### src/rtl/rbeh_pkg.sv
`default_nettype none
package rbeh_pkg;

	localparam int FRAC_BITS_DEF    = 16;
	localparam int CORDIC_STEPS_DEF = 18;
	localparam int ATAN_ENTRIES     = 30;
	localparam int STEP_W           = 7;
	localparam int DIV_STEPS        = 66;
	localparam int ZW               = 35;
	localparam int CW               = 33;

	localparam longint Q30_PI      = 64'sd3373259426;
	localparam longint Q30_HALF_PI = 64'sd1686629713;
	localparam longint Q30_TWO_PI  = 64'sd6746518852;
	localparam longint Q30_GAIN    = 64'sd652032874;

	localparam logic [3:0] REG_CENTER_X   = 4'd0;
	localparam logic [3:0] REG_CENTER_Y   = 4'd1;
	localparam logic [3:0] REG_BOX_WIDTH  = 4'd2;
	localparam logic [3:0] REG_BOX_LENGTH = 4'd3;

	localparam logic [4:0] OP_IDLE  = 5'd0;
	localparam logic [4:0] OP_LOAD  = 5'd1;
	localparam logic [4:0] OP_RED   = 5'd2;
	localparam logic [4:0] OP_FOLD  = 5'd3;
	localparam logic [4:0] OP_HALF  = 5'd4;
	localparam logic [4:0] OP_ROT   = 5'd5;
	localparam logic [4:0] OP_FLIP  = 5'd6;
	localparam logic [4:0] OP_EDGE  = 5'd7;
	localparam logic [4:0] OP_NUM   = 5'd8;
	localparam logic [4:0] OP_CHK   = 5'd9;
	localparam logic [4:0] OP_MUL0  = 5'd10;
	localparam logic [4:0] OP_MUL1  = 5'd11;
	localparam logic [4:0] OP_DQI   = 5'd12;
	localparam logic [4:0] OP_DQ    = 5'd13;
	localparam logic [4:0] OP_QCHK  = 5'd14;
	localparam logic [4:0] OP_QTEST = 5'd15;
	localparam logic [4:0] OP_DTI   = 5'd16;
	localparam logic [4:0] OP_DT    = 5'd17;
	localparam logic [4:0] OP_TDONE = 5'd18;
	localparam logic [4:0] OP_OUT   = 5'd19;

	typedef struct packed {
		logic [4:0]        op;
		logic [STEP_W-1:0] step;
		logic [1:0]        edge_sel;
	} rbeh_cmd_t;

	typedef struct packed {
		logic skip;
		logic inrange;
	} rbeh_stat_t;

	function automatic int red_steps(input int frac_bits);
		int aw;
		aw = 50 - frac_bits;
		return (aw > 33) ? (aw - 32) : 1;
	endfunction

	function automatic logic [30:0] atan_q30(input logic [4:0] i);
		logic [30:0] v;
		case (i)
			5'd0: v = 31'd843314857;
			5'd1: v = 31'd497837829;
			5'd2: v = 31'd263043837;
			5'd3: v = 31'd133525159;
			5'd4: v = 31'd67021687;
			5'd5: v = 31'd33543516;
			5'd6: v = 31'd16775851;
			5'd7: v = 31'd8388437;
			5'd8: v = 31'd4194283;
			5'd9: v = 31'd2097149;
			default: v = 31'd1 << (5'd30 - i);
		endcase
		return v;
	endfunction

	function automatic logic [31:0] sat32(input logic [32:0] v);
		logic [31:0] r;
		if (v[32] != v[31]) begin
			r = v[32] ? 32'h8000_0000 : 32'h7fff_ffff;
		end else begin
			r = v[31:0];
		end
		return r;
	endfunction

endpackage
`default_nettype wire

### src/rtl/rbeh_ctrl.sv
`default_nettype none
module rbeh_ctrl import rbeh_pkg::*; #(
	parameter int FRAC_BITS    = FRAC_BITS_DEF,
	parameter int CORDIC_STEPS = CORDIC_STEPS_DEF
) (
	input  wire logic       clk,
	input  wire logic       arst_n,
	input  wire logic       start,
	output logic            busy,
	input  wire rbeh_stat_t stat,
	output rbeh_cmd_t       cmd
);

	localparam int RED_STEPS = red_steps(FRAC_BITS);
	localparam int CS = (CORDIC_STEPS < ATAN_ENTRIES) ? CORDIC_STEPS : ATAN_ENTRIES;
	localparam logic [STEP_W-1:0] RED_LAST = STEP_W'(RED_STEPS - 1);
	localparam logic [STEP_W-1:0] ROT_LAST = STEP_W'(CS - 1);
	localparam logic [STEP_W-1:0] DIV_LAST = STEP_W'(DIV_STEPS - 1);

	logic [4:0]        state_q, state_d;
	logic [STEP_W-1:0] cnt_q, cnt_d;
	logic [1:0]        edge_q, edge_d;

	always_comb begin
		state_d = state_q;
		cnt_d   = cnt_q;
		edge_d  = edge_q;
		case (state_q)
			OP_IDLE: begin
				if (start) begin
					state_d = OP_RED;
					cnt_d   = '0;
				end
			end
			OP_RED: begin
				cnt_d = cnt_q + 1'b1;
				if (cnt_q == RED_LAST) begin
					state_d = OP_FOLD;
				end
			end
			OP_FOLD: state_d = OP_HALF;
			OP_HALF: begin
				state_d = OP_ROT;
				cnt_d   = '0;
			end
			OP_ROT: begin
				cnt_d = cnt_q + 1'b1;
				if (cnt_q == ROT_LAST) begin
					state_d = OP_FLIP;
				end
			end
			OP_FLIP: begin
				state_d = OP_EDGE;
				edge_d  = 2'd0;
			end
			OP_EDGE: state_d = OP_NUM;
			OP_NUM:  state_d = OP_CHK;
			OP_CHK: begin
				if (stat.skip) begin
					state_d = (edge_q == 2'd3) ? OP_OUT : OP_EDGE;
					edge_d  = edge_q + 1'b1;
				end else begin
					state_d = OP_MUL0;
				end
			end
			OP_MUL0: state_d = OP_MUL1;
			OP_MUL1: state_d = OP_DQI;
			OP_DQI: begin
				state_d = OP_DQ;
				cnt_d   = '0;
			end
			OP_DQ: begin
				cnt_d = cnt_q + 1'b1;
				if (cnt_q == DIV_LAST) begin
					state_d = OP_QCHK;
				end
			end
			OP_QCHK: state_d = OP_QTEST;
			OP_QTEST: begin
				if (stat.inrange) begin
					state_d = OP_DTI;
				end else begin
					state_d = (edge_q == 2'd3) ? OP_OUT : OP_EDGE;
					edge_d  = edge_q + 1'b1;
				end
			end
			OP_DTI: begin
				state_d = OP_DT;
				cnt_d   = '0;
			end
			OP_DT: begin
				cnt_d = cnt_q + 1'b1;
				if (cnt_q == DIV_LAST) begin
					state_d = OP_TDONE;
				end
			end
			OP_TDONE: begin
				state_d = (edge_q == 2'd3) ? OP_OUT : OP_EDGE;
				edge_d  = edge_q + 1'b1;
			end
			OP_OUT:  state_d = OP_IDLE;
			default: state_d = OP_IDLE;
		endcase
	end

	always_ff @(posedge clk or negedge arst_n) begin
		if (!arst_n) begin
			state_q <= OP_IDLE;
			cnt_q   <= '0;
			edge_q  <= '0;
		end else begin
			state_q <= state_d;
			cnt_q   <= cnt_d;
			edge_q  <= edge_d;
		end
	end

	assign busy         = (state_q != OP_IDLE);
	assign cmd.op       = (state_q == OP_IDLE && start) ? OP_LOAD : state_q;
	assign cmd.step     = cnt_q;
	assign cmd.edge_sel = edge_q;

endmodule
`default_nettype wire

### config.mk
export PLATFORM = sky130hd
export DESIGN_NAME = rbeh_ctrl
export DESIGN_NICKNAME = d
export VERILOG_FILES = /design/src/rtl/rbeh_pkg.sv /design/src/rtl/rbeh_ctrl.sv
export SDC_FILE = /design/constraint.sdc
export NUM_CORES = 1
export LEC_CHECK = 0
export ABC_CLOCK_PERIOD_IN_PS = 1980
export BUFFER_PORTS_ARGS = -buffer_cell sky130_fd_sc_hd__buf_4
export CAP_MARGIN = 20
export CORE_UTILIZATION = 49
export DETAILED_ROUTE_END_ITERATION = 8
export PLACE_DENSITY_LB_ADDON = 0.05
export RECOVER_POWER = 25
export SLEW_MARGIN = 15
export SYNTH_ARGS = -nofsm -noshare
export SYNTH_HDL_FRONTEND = slang
export SYNTH_SLANG_ARGS = --single-unit
### constraint.sdc
create_clock -name clk -period 1.98 [get_ports clk]
set_input_delay 0.396 -clock clk [delete_from_list [all_inputs] [get_ports clk]]
set_output_delay 0.396 -clock clk [all_outputs]
set_load 0.02 [all_outputs]
==> results of run 1 <==
[tightest hold or removal path, delay by kind of cell]
| family | cells | cell delay (ns) |
|---|---|---|
| buf+inv | 1 | 0.10 |
| compound gates | 2 | 0.22 |
[cell usage in the layout, fill, tap and decap left out, types with 2 or more instances in the layout]
| cell type | n |
|---|---|
| a21oi_1 | 9 |
| a32oi_1 | 3 |
| buf_4 | 31 |
| clkbuf_4 | 3 |
| dfrtp_1 | 14 |
| ha_1 | 3 |
| inv_1 | 7 |
| mux2_2 | 2 |
| nand2_1 | 9 |
| nand3_1 | 3 |
| nand3b_1 | 2 |
| nor2_1 | 11 |
| nor2b_1 | 5 |
| nor3_1 | 3 |
| nor3b_1 | 4 |
| o21ai_0 | 7 |
| o22ai_1 | 3 |
| xnor2_1 | 8 |
[final timing paths]
check,start,to,slack [ns]
worst max-delay path,state_q[3],state_q[0],0.03
worst min-delay path,stat[0],state_q[4],0.49
worst max register to register,state_q[3],state_q[0],0.03
worst min register to register,edge_q[1],edge_q[1],0.55
max in group asynchronous,arst_n,edge_q[0],0.80
min in group asynchronous,arst_n,cnt_q[5],0.69
[metal layers]
metal	routed length, um	vias up	track usage, %
met3	129	2	6.54
li1	-	511	-
met1	1240	480	34.7
met4	14	0	6.37
met2	1130	29	31.3
met5	0	-	0
[power by group]
group / switching, mW / internal, mW
combinational: 0.678 / 0.612
sequential: 0.103 / 0.364
clock: 0.0928 / 0.112
total: 0.874 / 1.09
[what timing repair did]
item / CTS / global route
resized for setup: 0 / 2
endpoints found under the hold margin: 14 / 0
setup endpoints to repair: 0 / 3
hold buffers: 1 / 0
[final cells by class]
type,instances,share of cell area [%]
Timing Repair Buffer,33,18.0
Inverter,7,1.91
Multi-Input combinational cell,95,49.5
Sequential cell,14,25.5
Tap cell,27,2.46
Clock buffer,4,2.64
[kinds of logic after synthesis]
logic type / share of synthesized area (%)
flip-flops: 32.2
AO/OA/AOI/OAI: 24.1
AND/OR/NAND/NOR: 23.8
XOR/XNOR: 6.44
adder cells (fa/ha/maj): 3.45
buffers and inverters: 6.90
multiplexers: 3.10
[state kept, by name, indices dropped and copies added, names as in the netlist]
signal   flops
edge_q       2
state_q      5
cnt_q        7
==> run_results.csv, run 1 <==
group,metric,value,unit
global_routing,antenna_found_initial,0,
clock_tree,cts_root_buf,"clkbuf_4",
sta,fin_hold_ws,0.493,ns
global_routing,grt_max_degree,15,
clock_tree,post_cts_buffers,0,
placement,placedCellCount,175,
sta,fmax,512,MHz
yosys,syn_nets,135,
placement,place_ws,0.0381,ns
yosys,syn_area,1090,um2
yosys,async_flop_share,100,%
yosys,ys_seq_elements,14,
route,drc_errors,0,
yosys,yosysMostFrequentCell,"dfrtp_1",
yosys,synth_common_cells,"dfrtp_1 (14), nor2_1 (11), a21oi_1 (9), nand2_1 (9), xnor2_1 (8)",
layout,final_area,1370,um2
yosys,synth_top_area_cell,"dfrtp_1",
critical_path,worstRegToRegCells,6,
power,ir_drop,839,uV
floorplan,rows,16,
clock_tree,cts.sinks,14,
yosys,syn_inst,127,
route,drt_pre_antenna_iters,4,
yosys,ys_warn_count,0,
clock_tree,numCtsBuffers,3,
status,status,"completed",
sta,tightest_slew,0.768,ns
power,power_density,1430,nW/um2
global_routing,grt_pass1_vias,902,
critical_path,path_max_fanout,12,
critical_path,slowest_delay,0.43,ns
yosys,synth-seq-area-share,32.2,%
route,routed_via_density,5.68,
yosys,synth_edf_count,0,
sta,hold_viol_final,0,
sta,finalMaxSlewViolations,0,
sta,skew,0.00973,ns
layout,layout.nets,162,
route,drtAntennaViolNets,0,
layout,regArea,350,um2
sta,period_minus_slack,1.95,ns
layout,multiInputGateArea,679,um2
sta,fin_crit_sh,98.6,%
critical_path,critPathSlowestCell,"dfrtp_1",
layout,final_core_util,67.9,%
global_routing,globalRouteTotalUtil,22.9,%
floorplan,die-area,2410,um2
route,wire_per_inst,14.0,um
critical_path,startpoint_type,"register",
placement,place_congestion,0.899,
floorplan,core_area,2020,um2
floorplan,die-height,49.1,um
clock_tree,cts_tree,"built",
sta,setup_viol,0,
route,drtIter0Drc,39,
critical_path,cp-end-kind,"register",
critical_path,worstSetupPathType,"reg -> reg",
route,route.vias.total,1022,
clock_tree,ctsLongestPathBuffers,2,
critical_path,critPathRequiredTime,2.15,ns
power,p_leak,0.589,nW
placement,placed_area,1310,um2
yosys,synth.distinct_cells,41,
clock_tree,cts_max_level,1,
layout,area.growth.synth_to_final,26.1,%
placement,place_hpwl,1870,um
sta,fin_tns_setup,0,ns
route,totalWireLength,2510,um
layout,layout-drive-gt1-share,30.7,%
layout,n_antenna_cell,0,
critical_path,cp_top_family,"compound AO/OA/AOI/OAI gates",
sta,relSlewSlack,48.8,%
placement,io_buffer_count,19,
min_path,min_path_cells,3,
critical_path,path_depth,6,
critical_path,path_buf_inv,1,
yosys,synth_top_area_share,32.2,%
layout,layout.cells.non_filler,180,
critical_path,cp_cell_sequence,"buf_4, nor2b_1, a21oi_1, o32a_1, o221ai_4, mux2_1",
yosys,avgSynthCellArea,8.57,um2
floorplan,ioPinCount,20,
floorplan,die_w,49.1,um
floorplan,start_util,53.8,%
layout,fill_cells,168,
critical_path,crit_arrival,2.12,ns
min_path,hp-class,"in -> reg",
power,power,1.96,mW
sta,setup_slack,0.0283,ns
yosys,synth_area_leaders,"dfrtp_1 (32%), xnor2_1 (6.4%), a21oi_1 (4.1%), nor2_1 (3.8%), ha_1 (3.4%)",
run,maxCapViolCount,0,
yosys,synth-main-ff-cell,"dfrtp_1",
clock_tree,clk_latency,0.28,ns
global_routing,grt_pass1_wl,4240,um
global_routing,overflow,0,
sta,rsz0062_at_grt,"true",
clock_tree,cts.reportedPaths.clkPinSlew,0.09,ns
Power figures use the tool's default switching activity.
==> run 2, diff against run 1 <==
--- a/config.mk
+++ b/config.mk
@@ -8,9 +8,10 @@
 export ABC_CLOCK_PERIOD_IN_PS = 1980
 export BUFFER_PORTS_ARGS = -buffer_cell sky130_fd_sc_hd__buf_4
 export CAP_MARGIN = 20
-export CORE_UTILIZATION = 49
+export CORE_UTILIZATION = 51
+export CTS_BUF_LIST = sky130_fd_sc_hd__clkbuf_4
 export DETAILED_ROUTE_END_ITERATION = 8
-export PLACE_DENSITY_LB_ADDON = 0.05
+export PLACE_DENSITY = 0.86
 export RECOVER_POWER = 25
 export SLEW_MARGIN = 15
 export SYNTH_ARGS = -nofsm -noshare
==> run 2 against run 1 <==
  * Maximum frequency is 1.8% higher
  * First-iteration DRC count is 51% lower
  * Setup slack better by 0.035 ns
  * Sequential share of layout area is 0.071 points lower
  * Clock skew is 0.0085 ns lower
  * Critical path depth is 1 lower
  * Final area is 0.64% higher
  * Flip-flop and latch count stayed put
  * Combinational power hardly changed
  * Cell count is 0.56% higher
  * Non-clock buffer count is 1 higher
  * Critical endpoint unchanged
  * Highest routed layer unchanged
==> run_results.csv, run 2 (synthesis results as in run 1) <==
group,metric,value,unit
status,status,"completed",
global_routing,antenna_found_initial,0,
sta,skew,0.00126,ns
layout,mostFrequentLayoutCells,"buf_4 (31), dfrtp_1 (13), nor2_1 (11)",
global_routing,grt_pass1_vias,945,
route,wire_per_inst,14.1,um
power,comb_power_share,67.0,%
min_path,min_path_cells,3,
clock_tree,cts.sinks,14,
layout,fill_cells,173,
sta,period_minus_slack,1.92,ns
floorplan,die-height,48.2,um
critical_path,cp-end-kind,"register",
clock_tree,cts.reportedPaths.clkPinSlew,0.08,ns
route,routed-wl-met3,101,um
sta,finalMaxSlewViolations,0,
sta,tightest_slew,0.733,ns
clock_tree,cts_tree,"built",
power,power,1.95,mW
critical_path,r2r_end,"state_q[0]",
layout,n_antenna_cell,0,
route,wl_met1,1030,um
clock_tree,clk_latency,0.28,ns
sta,fmax,522,MHz
power,p_leak,0.589,nW
clock_tree,cts_root_buf,"clkbuf_4",
global_routing,grt_max_degree,15,
sta,relSlewSlack,51.1,%
route,route.vias.total,1063,
layout,mostFrequentLayoutCell,"buf_4",
critical_path,startpoint_type,"register",
min_path,hp-start,"stat[0]",
floorplan,die-area,2320,um2
route,totalWireLength,2550,um
critical_path,critPathRequiredTime,2.15,ns
power,power_density,1410,nW/um2
layout,largest_reg_flops,7,
power,p_switching,0.883,mW
min_path,hold_end,"state_q[4]",
sta,rsz0062_at_grt,"true",
power,ir_drop,917,uV
sta,fin_tns_setup,0,ns
min_path,hp-class,"in -> reg",
route,routed_via_density,5.87,
layout,area.growth.synth_to_final,26.9,%
critical_path,worstSetupPathType,"reg -> reg",
clock_tree,numCtsBuffers,3,
sta,hold_viol_final,0,
placement,io_buffer_count,19,
layout,layout-drive-gt1-share,31.2,%
critical_path,worstRegToRegCells,5,
layout,layout.nets,163,
layout,top_register,"cnt_q",
route,wl_met2,1380,um
route,drtAntennaViolNets,0,
critical_path,ff2ff_setup_slack,0.06,ns
clock_tree,ctsLongestPathBuffers,2,
critical_path,path_max_fanout,6,
sta,fin_crit_sh,96.8,%
sta,fin_hold_ws,0.445,ns
power,switching_share,45.4,%
floorplan,core_area,1980,um2
power,p_int,1.06,mW
placement,place_hpwl,1930,um
global_routing,grt_pass1_wl,3950,um
floorplan,rows,16,
route,drtIter0Drc,19,
clock_tree,cts_max_level,1,
power,seqPwrFrac,24.5,%
placement,place_congestion,0.843,
power,pwr-share-clk,8.5,%
sta,setup_viol,0,
run,maxCapViolCount,0,
critical_path,crit_arrival,2.09,ns
route,drc_errors,0,
global_routing,overflow,0,
floorplan,die_w,48.2,um
route,top_layer_used,"met4",
floorplan,ioPinCount,20,
critical_path,r2r-start,"state_q[2]",
global_routing,globalRouteTotalUtil,24.6,%
floorplan,start_util,54.9,%
route,drt_pre_antenna_iters,4,
layout,largest_registers,"cnt_q x7, state_q x5, edge_q x2",
run 2: changes by cell type in the layout (fill, tap and decap cells not counted):
cell,before,now
buf_6,0,1
nor3_2,1,0
clkbuf_8,1,0
nor3_4,0,1
dfrtp_2,0,1
clkinv_1,0,1
dfrtp_1,14,13
run 2: per-stage QoR:
stage / instance area [um2] / worst slack (ns) / utilization [%] / std cells
floorplan: 1090 / 0.0316 / - / 127
global placement: 1310 / 0.126 / 66.3 / 175
detailed placement: 1310 / 0.0813 / 66.3 / 175
CTS: 1360 / 0.0131 / 68.4 / 180
global route: 1380 / -0.0186 / 69.7 / 181
finish: 1380 / 0.0636 / 69.7 / 181
run 2: worst max-delay path by stage:
stage	startpoint	to	slack [ns]	depth (start not counted)
global route	state_q[3]	state_q[0]	-0.02	6
detailed placement	state_q[2]	state_q[0]	0.08	5
finish	state_q[2]	state_q[0]	0.06	5
floorplan	state_q[2]	state_q[0]	0.03	6
global placement	state_q[2]	state_q[0]	0.13	5
CTS	state_q[2]	cmd[9]	0.01	5
run 2: final cells by class:
type | instances | area, um2 | share of cell area, %
clock buffers | 3 | 22.5 | 1.63
clock inverters | 1 | 3.75 | 0.272
inverters | 7 | 26.3 | 1.90
multi-input cells | 95 | 686 | 49.6
flip-flops and latches | 14 | 352 | 25.5
well taps | 27 | 33.8 | 2.45
repair buffers | 34 | 258 | 18.7
run 2: worst max-delay path: stages (launching register included):
cell	delay, ns
dfrtp_2	0.45
or3b_4	0.41
a21bo_4	0.24
and2_4	0.17
o221ai_4	0.20
mux2_1	0.33
run 2: repair_timing:
| action | in CTS | in global routing |
|---|---|---|
| buffers inserted | 0 | 1 |
| pin swaps | 0 | 0 |
| endpoints found under the setup margin | 1 | 3 |
| cloned | 0 | 0 |
| resized for setup | 1 | 4 |
| hold buffers | 1 | 0 |
| hold endpoints to repair | 14 | 0 |
run 2: power groups by stage:
stage	combinational, mW	clock [mW]	sequential (mW)
6_report	1.30	0.165	0.476
5_1_grt	1.43	0.181	0.491
4_1_cts	1.22	0.171	0.469
3_5_place_dp	1.21	0	0.475
3_3_place_gp	1.19	0	0.467
2_1_floorplan	0.824	0	0.474
run 2: per-layer routing:
| metal | vias up | GRT usage [%] |
|---|---|---|
| li1 | 511 | - |
| met1 | 517 | 29.4 |
| met2 | 30 | 45.1 |
| met3 | 5 | 2.22 |
| met4 | 0 | 9.44 |
| met5 | - | 0 |
